$ cat config.mk
export PLATFORM = sky130hd
export DESIGN_NAME = sha1_chained_xor_cipher
export DESIGN_NICKNAME = d
export VERILOG_FILES = /design/src/design/sxc_pkg.sv /design/src/design/sxc_ctrl.sv /design/src/design/sxc_datapath.sv /design/src/design/sha1_chained_xor_cipher.sv
export SDC_FILE = /design/constraint.sdc
export NUM_CORES = 2
export LEC_CHECK = 0
export ABC_CLOCK_PERIOD_IN_PS = 32400
export BUFFER_PORTS_ARGS = -buffer_cell sky130_fd_sc_hd__buf_4
export CELL_PAD_IN_SITES_DETAIL_PLACEMENT = 1
export CELL_PAD_IN_SITES_GLOBAL_PLACEMENT = 1
export CORE_MARGIN = 4
export CORE_UTILIZATION = 38
export CTS_CLUSTER_DIAMETER = 120
export DETAILED_ROUTE_END_ITERATION = 7
export HOLD_SLACK_MARGIN = 0.02
export PLACE_DENSITY = 0.74
export SYNTH_ARGS = -nofsm -noshare
export SYNTH_HDL_FRONTEND = slang
export SYNTH_SLANG_ARGS = --single-unit
$ cat constraint.sdc
create_clock -name clk -period 32.4 [get_ports clk]
set_input_delay 9.72 -clock clk [delete_from_list [all_inputs] [get_ports clk]]
set_output_delay 9.72 -clock clk [all_outputs]
set_load 0.01 [all_outputs]
$ cat src/design/sxc_pkg.sv
// Shared types, constants and round functions for the SHA-1 chained XOR cipher.
// Used by sxc_ctrl, sxc_datapath and the top level; depends on nothing.
`timescale 1ns / 1ps

package sxc_pkg;

  typedef logic [31:0] word_t;

  localparam int BLOCK_W   = 160;
  localparam int SEED_W    = 64;
  localparam int CFG_IDX_W = 3;
  localparam int CFG_DATA_W = 64;
  localparam int ROUNDS    = 80;
  localparam int RND_W     = 7;

  // Register indexes of the configuration port
  localparam logic [CFG_IDX_W-1:0] REG_SEED_HIGH = 3'd0;
  localparam logic [CFG_IDX_W-1:0] REG_SEED_MID  = 3'd1;
  localparam logic [CFG_IDX_W-1:0] REG_SEED_LOW  = 3'd2;
  localparam logic [CFG_IDX_W-1:0] REG_DIRECTION = 3'd3;

  // Round groups of the compression function
  typedef enum logic [1:0] {
    PH_CHOOSE = 2'd0,
    PH_PARITY1 = 2'd1,
    PH_MAJORITY = 2'd2,
    PH_PARITY2 = 2'd3
  } phase_t;

  localparam word_t IV0 = 32'h67452301;
  localparam word_t IV1 = 32'hEFCDAB89;
  localparam word_t IV2 = 32'h98BADCFE;
  localparam word_t IV3 = 32'h10325476;
  localparam word_t IV4 = 32'hC3D2E1F0;

  localparam word_t PAD_WORD = 32'h80000000;
  localparam word_t LEN_WORD = 32'd160;

  typedef enum logic [2:0] {
    S_IDLE  = 3'b001,
    S_ROUND = 3'b010,
    S_FINAL = 3'b100
  } state_t;

  // Commands from the controller to the datapath
  typedef struct packed {
    logic   load;    // accept a block: transform it and seed the hash
    logic   round;   // run one compression round
    logic   finish;  // fold the working words into the chain value
    phase_t phase;
  } cmd_t;

  function automatic word_t sha1_f(phase_t ph, word_t b, word_t c, word_t d);
    word_t f;
    case (ph)
      PH_CHOOSE:   f = (b & c) | (~b & d);
      PH_MAJORITY: f = (b & c) | (b & d) | (c & d);
      default:     f = b ^ c ^ d;
    endcase
    return f;
  endfunction

  function automatic word_t sha1_k(phase_t ph);
    word_t k;
    case (ph)
      PH_CHOOSE:   k = 32'h5A827999;
      PH_PARITY1:  k = 32'h6ED9EBA1;
      PH_MAJORITY: k = 32'h8F1BBCDC;
      default:     k = 32'hCA62C1D6;
    endcase
    return k;
  endfunction

endpackage

$ cat src/design/sxc_ctrl.sv
// Controller of the SHA-1 chained XOR cipher: handshakes, round counter and commands.
// Depends on sxc_pkg.
`timescale 1ns / 1ps

module sxc_ctrl (
  input  logic          clk,
  input  logic          rst_n,
  input  logic          in_tvalid,
  output logic          in_tready,
  output logic          out_tvalid,
  input  logic          out_tready,
  output sxc_pkg::cmd_t cmd
);
  import sxc_pkg::*;

  state_t           state_r, state_nxt;
  logic [RND_W-1:0] rnd_r, rnd_nxt;
  logic             ovld_r, ovld_nxt;
  logic             accept;

  assign in_tready  = (state_r == S_IDLE) && (!ovld_r || out_tready);
  assign accept     = in_tvalid && in_tready;
  assign out_tvalid = ovld_r;

  always_comb begin
    state_nxt = state_r;
    rnd_nxt   = rnd_r;
    case (state_r)
      S_IDLE: begin
        if (accept) begin
          state_nxt = S_ROUND;
          rnd_nxt   = '0;
        end
      end
      S_ROUND: begin
        rnd_nxt = rnd_r + RND_W'(1);
        if (rnd_r == RND_W'(ROUNDS - 1)) begin
          state_nxt = S_FINAL;
        end
      end
      S_FINAL: state_nxt = S_IDLE;
      default: state_nxt = S_IDLE;
    endcase
  end

  // Result register: fill on accept, drop once the transfer completes
  always_comb begin
    ovld_nxt = ovld_r;
    if (accept) begin
      ovld_nxt = 1'b1;
    end else if (ovld_r && out_tready) begin
      ovld_nxt = 1'b0;
    end
  end

  always_comb begin
    cmd.load   = accept;
    cmd.round  = (state_r == S_ROUND);
    cmd.finish = (state_r == S_FINAL);
    if (rnd_r < RND_W'(20)) begin
      cmd.phase = PH_CHOOSE;
    end else if (rnd_r < RND_W'(40)) begin
      cmd.phase = PH_PARITY1;
    end else if (rnd_r < RND_W'(60)) begin
      cmd.phase = PH_MAJORITY;
    end else begin
      cmd.phase = PH_PARITY2;
    end
  end

  always_ff @(posedge clk) begin
    if (!rst_n) begin
      state_r <= S_IDLE;
      rnd_r   <= '0;
      ovld_r  <= 1'b0;
    end else begin
      state_r <= state_nxt;
      rnd_r   <= rnd_nxt;
      ovld_r  <= ovld_nxt;
    end
  end

endmodule

$ cat src/design/sxc_datapath.sv
// Datapath of the SHA-1 chained XOR cipher: key registers, chain value, result
// register and one SHA-1 round unit with its message schedule. Depends on sxc_pkg.
`timescale 1ns / 1ps

module sxc_datapath (
  input  logic                           clk,
  input  logic                           rst_n,
  input  sxc_pkg::cmd_t                  cmd,
  input  logic                           cfg_we,
  input  logic [sxc_pkg::CFG_IDX_W-1:0]  cfg_index,
  input  logic [sxc_pkg::CFG_DATA_W-1:0] cfg_data,
  input  logic                           first_block,
  input  logic [sxc_pkg::BLOCK_W-1:0]    blk_data,
  output logic [sxc_pkg::BLOCK_W-1:0]    res_data
);
  import sxc_pkg::*;

  logic [SEED_W-1:0] seed_high_r, seed_mid_r;
  word_t             seed_low_r;
  logic              dir_r;
  word_t             chain_r [5];
  logic              started_r;
  word_t             a_r, b_r, c_r, d_r, e_r;
  word_t             w_r [16];
  logic [BLOCK_W-1:0] res_r;

  word_t blk [5];
  word_t chain_eff [5];
  word_t res_w [5];
  word_t msg [5];
  word_t t_sum, w_new;
  logic  reload;

  // Word 0 is block bytes 0..3
  assign blk[0] = blk_data[63:32];
  assign blk[1] = blk_data[31:0];
  assign blk[2] = blk_data[127:96];
  assign blk[3] = blk_data[95:64];
  assign blk[4] = blk_data[159:128];

  assign reload = first_block || !started_r;

  always_comb begin
    if (reload) begin
      chain_eff[0] = ~seed_high_r[63:32];
      chain_eff[1] = ~seed_high_r[31:0];
      chain_eff[2] = ~seed_mid_r[63:32];
      chain_eff[3] = ~seed_mid_r[31:0];
      chain_eff[4] = ~seed_low_r;
    end else begin
      for (int i = 0; i < 5; i++) chain_eff[i] = chain_r[i];
    end
    for (int i = 0; i < 5; i++) begin
      res_w[i] = blk[i] ^ chain_eff[i];
      msg[i]   = dir_r ? res_w[i] : blk[i];
    end
  end

  assign t_sum = {a_r[26:0], a_r[31:27]} + sha1_f(cmd.phase, b_r, c_r, d_r) + e_r
               + sha1_k(cmd.phase) + w_r[0];
  assign w_new = w_r[13] ^ w_r[8] ^ w_r[2] ^ w_r[0];

  // Configuration registers
  always_ff @(posedge clk) begin
    if (!rst_n) begin
      seed_high_r <= '0;
      seed_mid_r  <= '0;
      seed_low_r  <= '0;
      dir_r       <= 1'b0;
    end else if (cfg_we) begin
      case (cfg_index)
        REG_SEED_HIGH: seed_high_r <= cfg_data;
        REG_SEED_MID:  seed_mid_r  <= cfg_data;
        REG_SEED_LOW:  seed_low_r  <= cfg_data[31:0];
        REG_DIRECTION: dir_r       <= cfg_data[0];
        default: ;
      endcase
    end
  end

  always_ff @(posedge clk) begin
    if (!rst_n) begin
      started_r <= 1'b0;
      for (int i = 0; i < 5; i++) chain_r[i] <= '0;
    end else if (cmd.load) begin
      started_r <= 1'b1;
      for (int i = 0; i < 5; i++) chain_r[i] <= chain_eff[i];
    end else if (cmd.finish) begin
      chain_r[0] <= IV0 + a_r;
      chain_r[1] <= IV1 + b_r;
      chain_r[2] <= IV2 + c_r;
      chain_r[3] <= IV3 + d_r;
      chain_r[4] <= IV4 + e_r;
    end
  end

  // Working words and message window; window slot 0 holds the current round word
  always_ff @(posedge clk) begin
    if (cmd.load) begin
      res_r <= {res_w[4], res_w[2], res_w[3], res_w[0], res_w[1]};
      a_r <= IV0;
      b_r <= IV1;
      c_r <= IV2;
      d_r <= IV3;
      e_r <= IV4;
      for (int i = 0; i < 5; i++) w_r[i] <= msg[i];
      w_r[5] <= PAD_WORD;
      for (int i = 6; i < 15; i++) w_r[i] <= '0;
      w_r[15] <= LEN_WORD;
    end else if (cmd.round) begin
      a_r <= t_sum;
      b_r <= a_r;
      c_r <= {b_r[1:0], b_r[31:2]};
      d_r <= c_r;
      e_r <= d_r;
      for (int i = 0; i < 15; i++) w_r[i] <= w_r[i+1];
      w_r[15] <= {w_new[30:0], w_new[31]};
    end
  end

  assign res_data = res_r;

endmodule

$ cat src/design/sha1_chained_xor_cipher.sv
// Top level of the SHA-1 chained XOR cipher: joins controller and datapath.
// Depends on sxc_pkg, sxc_ctrl and sxc_datapath.
//
//   channel | dir | handshake           | payload
//   --------+-----+---------------------+-----------------------------------------
//   in_     | in  | in_tvalid/in_tready | in_tdata 160b block, in_tuser first_block
//   out_    | out | out_tvalid/tready   | out_tdata 160b transformed block
//   cfg_    | in  | cfg_valid/cfg_ready | cfg_index register, cfg_data value
//
// A block passes through the accept cycle, 80 rounds of the single shared
// SHA-1 round unit, and a final step that folds the digest into the chain value.
// The result is ready in the cycle after the transfer, while the hash runs on.
// The next block is taken once the digest is folded in and the result register
// is empty or being drained. Reset (rst_n, synchronous, active low) clears the
// keys, direction and chain state. Configuration writes are always taken.
`timescale 1ns / 1ps

module sha1_chained_xor_cipher (
  input  logic                           clk,
  input  logic                           rst_n,
  // Input stream
  input  logic                           in_tvalid,
  output logic                           in_tready,
  // [63:0] data_high, [127:64] data_mid, [159:128] data_low
  input  logic [sxc_pkg::BLOCK_W-1:0]    in_tdata,
  // [0] first_block
  input  logic                           in_tuser,
  // Result stream
  output logic                           out_tvalid,
  input  logic                           out_tready,
  // [63:0] result_high, [127:64] result_mid, [159:128] result_low
  output logic [sxc_pkg::BLOCK_W-1:0]    out_tdata,
  // Configuration writes
  input  logic                           cfg_valid,
  output logic                           cfg_ready,
  input  logic [sxc_pkg::CFG_IDX_W-1:0]  cfg_index,
  input  logic [sxc_pkg::CFG_DATA_W-1:0] cfg_data
);
  import sxc_pkg::*;

  cmd_t cmd;

  // Register file never stalls a write
  assign cfg_ready = 1'b1;

  sxc_ctrl u_ctrl (
    .clk        (clk),
    .rst_n      (rst_n),
    .in_tvalid  (in_tvalid),
    .in_tready  (in_tready),
    .out_tvalid (out_tvalid),
    .out_tready (out_tready),
    .cmd        (cmd)
  );

  // Transform on accept, then hash the ciphertext side to advance the chain
  sxc_datapath u_dp (
    .clk         (clk),
    .rst_n       (rst_n),
    .cmd         (cmd),
    .cfg_we      (cfg_valid && cfg_ready),
    .cfg_index   (cfg_index),
    .cfg_data    (cfg_data),
    .first_block (in_tuser),
    .blk_data    (in_tdata),
    .res_data    (out_tdata)
  );

endmodule

# Word-level counts from Yosys, hierarchy flattened
# Memory sizes are Yosys's and may differ from the RTL's.
# Cells that the tools add are included.
dict set report word_totals {
  output_inout_bits 163
  mem_bits_rw 672
  in_bits 233
  n_memories 2
  ff_bits 493
  elab_cells 162
}
# memory depth word_bits read_ports rd_clocked_by_memory_dff write_ports line_no
set memory_table {}
lappend memory_table {u_dp.w_r 16 32 16 0 16 sxc_datapath.sv:24} ;# word_t w_r [16];
lappend memory_table {u_dp.chain_r 5 32 5 0 5 sxc_datapath.sv:21} ;# word_t chain_r [5];
dict set report op_classes {
  bitwise 49
  add_sub_neg 10
  reduce_logical 17
  n_lt_le_gt_ge 3
  n_mux 56
  eq_ne 11
}
# op count
set ops {}
lappend ops {{$mux 32} 31}
lappend ops {{$xor 32x32->32} 10}
lappend ops {{$not 32->32} 6}
lappend ops {{$mux 160} 1}
lappend ops {{$add 32x32->32} 4}
lappend ops {{$and 32x32->32} 4}
lappend ops {{$add 32x32->32 const A} 3}
lappend ops {{$or 32x32->32} 3}
lappend ops {{$pmux 32 s3} 1}
lappend ops {{$pmux 32 s2} 1}
lappend ops {{$add 29x32->32 const A} 1}
lappend ops {{$add 31x32->32 const A} 1}
lappend ops {{$or 1x1->1} 26}
lappend ops {{$mux 1} 15}
lappend ops {{$lt 7x6->1 const B} 2}
lappend ops {{$pmux 7 s2} 1}
lappend ops {{$reduce_and 2->1} 6}
lappend ops {{$eq 3x2->1 const B} 3}
lappend ops {{$add 7x1->7 const B} 1}
lappend ops {{$eq 7x7->1 const B} 1}
lappend ops {{$lt 7x5->1 const B} 1}
lappend ops {{$mux 7} 1}
lappend ops {{$eq 3x1->1 const B} 2}
lappend ops {{$mux 3} 2}
lappend ops {{12 further kinds} 19}

# Longest topological paths before layout
dict set report logic_depth {
  depth_word 10
  ltp_mapped 26
  depth_no_buf 23
}

# Cells and area by module
# From an unflattened synthesis, not the netlist that was laid out.
dict set report unflattened {
  hier_cells 5305
  area_unflattened_um2 56668.1
}
# module n_inst seq_area_each_um2 area_per_inst_um2 cells_each
set by_module_without_submodules {}
lappend by_module_without_submodules {sxc_datapath 1 31430.1 56073.8 5233}
lappend by_module_without_submodules {sxc_ctrl 1 220.2 583.1 70}
lappend by_module_without_submodules {sha1_chained_xor_cipher 1 0.0 11.3 2}

# Least setup slack after synthesis
# OpenSTA, ideal clock, no wires.
dict set report synth_path {
  path_type {input -> register}
  startpoint {in out_tready}
  endpoint {reg u_dp.a_r[15]}
  setup_ns 0.769
  path_buffers 1
  arrival_ns 25.557
  cell_stages 8
  required_ns 31.631
  setup_slack_ns 6.074
  path_cell_list {nor2b_1 -> nor2b_1 -> nand2_1 -> clkinv_1 -> nor2_1 -> inv_1 -> clkbuf_1 -> o32ai_1}
}
dict set report synth_via {
  elab_chain_cells 3
}
# item line_no
set synth_lines {}
lappend synth_lines {{start: declaration} sha1_chained_xor_cipher.sv:30} ;# input logic out_tready,
lappend synth_lines {{$logic_or 1x1->1} sxc_ctrl.sv:21} ;# assign in_tready = (state_r == S_IDLE) && (!ovld_r || out_tready);
lappend synth_lines {{$logic_and 1x1->1} sxc_ctrl.sv:21}
lappend synth_lines {{via in_tready} sha1_chained_xor_cipher.sv:23} ;# output logic in_tready,
lappend synth_lines {{$logic_and 1x1->1} sxc_ctrl.sv:22} ;# assign accept = in_tvalid && in_tready;
lappend synth_lines {{end signal: assignment} sxc_datapath.sv:111} ;# a_r <= t_sum;
lappend synth_lines {{end: declaration} sxc_datapath.sv:23} ;# word_t a_r, b_r, c_r, d_r, e_r;
# The timed path passes the listed nets, and every way through them passes these cells.
# A chain may end at the register's enable or synchronous reset.

# Final worst setup path
dict set report layout_path {
  startpoint {in out_tready}
  endpoint {out in_tready}
}
dict set report layout_via {
  elab_chain_cells 2
}
# item line_no
set layout_lines {}
lappend layout_lines {{$logic_or 1x1->1} sxc_ctrl.sv:21}
lappend layout_lines {{$logic_and 1x1->1} sxc_ctrl.sv:21}
lappend layout_lines {{end: declaration} sha1_chained_xor_cipher.sv:23}
# No other way between the ends.

==> metrics.txt <==
post-layout min period=between 20 and 25 ns; residual DRC count=0; min-delay src=u_dp.seed_high_r[34]$_SDFFE_PN0P_; multi-input logic area=around 0.022 sq mm; # IOs=396; #FFs+latches synth=between 1000 and 1500; Avg Synthesized Cell Area=about 11 sq um; R2R Setup Slk=24.07 ns; number of synthesized flops with an enable pin=roughly 830; Crit Path Max Fanout=3; post-cts hold buffer count=0; Hold Violations, Final=0; die area=between 0.15 and 0.2 sq mm; Leakage=23.5 nW; Iter 0 DRT Violations=between 4000 and 5000; antenna violations before repair=26; design area=~0.065 sq mm; fin crit share=about three fifths; reg2reg end=u_dp.a_r[26]$_SDFFE_PP1P_; routed wire length per instance=approximately 27 microns; PD cells=between 70 and 80 mW/mm^2; Starting Density=about two fifths; Clock Sinks=about 1200; Worst Hold Class=flop to flop; Area growth, synth to finish=16.1%; Final HPWL DP=between 100000 and 150000 microns; status=finished, final reports clean; CTS Buffer Depth=3; synth top area cells=edfxtp_1 45%, dfxtp_1 12%, xnor2_1 5.7%; Critical Path AT=approximately 10 ns; CTS buffer count=approximately 120; DP Area=between 0.06 and 0.07 sq mm; max_cap viols=0; Hold Path End=u_dp.seed_high_r[34]$_SDFFE_PN0P_; top cells by count, synth=832 x edfxtp_1, 620 x nand2_1, 560 x o21ai_0; clock root buffer=clkbuf_16; H-tree levels=3; CTS tree=built; # Post-CTS Setup Buffers=0; RR Startpoint=u_ctrl.rnd_r[5]$_SDFFE_PN0P_; non-filler cells, final=around 7500; # rows=140; worst hold path cell count=2; count of port buffers added during placement=around 400; cell count after placement=between 7000 and 8000; Die Ht=a little under 400 microns; R2R depth=23; share of cells above drive strength 1=about an eighth; Seq/Total Area, Yosys=between 50% and 60%; # nets final=approximately 5900; vias in the first global route=approximately 43000; Synth Warn #=0; Synth Instances=roughly 5200; cell with the most instances after synthesis=edfxtp_1; Storage cell area=0.0317 sq mm; Final GP Congestion=slightly above 0.9; grt total ovfl=0; GRT Util Overall=roughly a quarter; Syn Nets=between 5000 and 6000; Skew-Pair Late Insertion Delay=approximately 0.77 ns; CP startpoint kind=primary input; Synth top area share=between 40% and 50%; Crit. End Element=primary output; setup TNS=0 ns; area leader, netlist=edfxtp_1; routed vias/inst=around 5.7; RSZ-0062 raised after global routing=no; actual slew at the worst max-slew pin=approximately 1.3 ns; Detailed Routing Iterations Pass 1=5; Final setup viols=0; predominant post-synthesis flop cell=edfxtp_1; Cell variety after synth=between 70 and 80; clk slew on worst S/H paths=roughly 0.060 ns; DRT Wirelength=206000 microns; antenna-violating nets left=0; DIE WIDTH=approximately 390 microns; worst vdd ir=about 0.055 mV; post-cts gate resize count=0; Rel. slew slack=between 10 and 15%; first-pass GRT wire length=297000 microns; fmax=0.0500 GHz; area of the mapped netlist=0.0561 sq mm; Via Count=42588; worst endpoint required time=~23 ns; fill count=between 15000 and 20000; asr flop ratio synth=0%; CP startpoint=out_tready; Setup Skew=between 0.02 and 0.03 ns; Core Region=0.146 sq mm; largest net degree at the start of global routing=about 170; Slew Viols, Final=0; Worst Setup Path Type=primary input to primary output
[final cells by class]
cell class / instances / share of cell area [%]
clock buffers: 161 / 5.08
multi-input cells: 3476 / 34.2
well taps: 1917 / 3.68
flip-flops and latches: 1165 / 48.6
clock inverters: 71 / 1.47
inverters: 268 / 1.58
diodes: 16 / 0.0615
repair buffers: 453 / 5.30
[logic make-up after synthesis]
kind of cell / synth area share (%)
other cells: 0.00669
xor+xnor: 6.64
compound gates: 13.6
buf+inv: 3.95
simple gates: 13.3
mux: 0.683
fa+ha+maj: 5.36
flops: 56.4
[stage by stage]
stage	util, %	power [W]	hold WS, ns	setup WS [ns]
floorplan	-	0.00280	0.442	6.07
global route	44.6	0.00487	0.488	12.30
detailed placement	41.6	0.00316	0.460	12.38
finish	44.6	0.00466	0.467	12.38
CTS	44.5	0.00468	0.469	12.38
global placement	41.6	0.00313	0.451	12.33
[layout by cell type, fill, tap and decap left out, types with 94 or more instances in the layout]
| cell type | count |
|---|---|
| xnor2_1 | 362 |
| buf_4 | 449 |
| edfxtp_1 | 832 |
| o22ai_1 | 153 |
| o21ai_0 | 558 |
| dfxtp_1 | 333 |
| nor2_1 | 289 |
| a31oi_1 | 171 |
| inv_1 | 259 |
| nand2_1 | 618 |
| a21oi_1 | 94 |
| or3_1 | 150 |
| clkbuf_16 | 122 |
| fa_1 | 120 |
| and2_1 | 326 |
| a21boi_0 | 165 |
[routing by layer]
| metal | vias to the layer above | GRT usage (%) | routed length [microns] |
|---|---|---|---|
| met4 | 12 | 11.9 | 9890 |
| met3 | 331 | 4.23 | 15400 |
| li1 | 18865 | - | - |
| met5 | - | 0 | 89 |
| met1 | 21844 | 35.4 | 85900 |
| met2 | 1536 | 41.6 | 95000 |
[worst max-delay path: stages]
cell and delay [ns]:
buf_4 0.08, nor2b_1 0.04, nor2b_1 0.27, buf_4 0.19
[where the power goes]
part,switching [W],total (W),internal (W)
sequential,0.000137,0.00198,0.00185
clock,0.000643,0.00151,0.000868
combinational,0.000720,0.00117,0.000452
total,0.00150,0.00466,0.00317
[state kept, by name, summed over array words and instances (netlist names), 64 cells and up]
| register | count |
|---|---|
| u_dp.seed_high_r | 64 |
| u_dp.res_data | 160 |
| u_dp.seed_mid_r | 64 |
| u_dp.w_r | 512 |
| u_dp.chain_r | 160 |
[worst max path at each step]
| stage | endpoint | slack (ns) | cells after the start |
|---|---|---|---|
| 3_3_place_gp | in_tready | 12.33 | 4 |
| 4_1_cts | in_tready | 12.38 | 4 |
| 3_5_place_dp | in_tready | 12.38 | 4 |
| 6_report | in_tready | 12.38 | 4 |
| 2_1_floorplan | u_dp.a_r[15]$_SDFFE_PP0P_ | 6.07 | 8 |
| 5_1_grt | in_tready | 12.30 | 4 |
(Power assumes the default switching activity.)
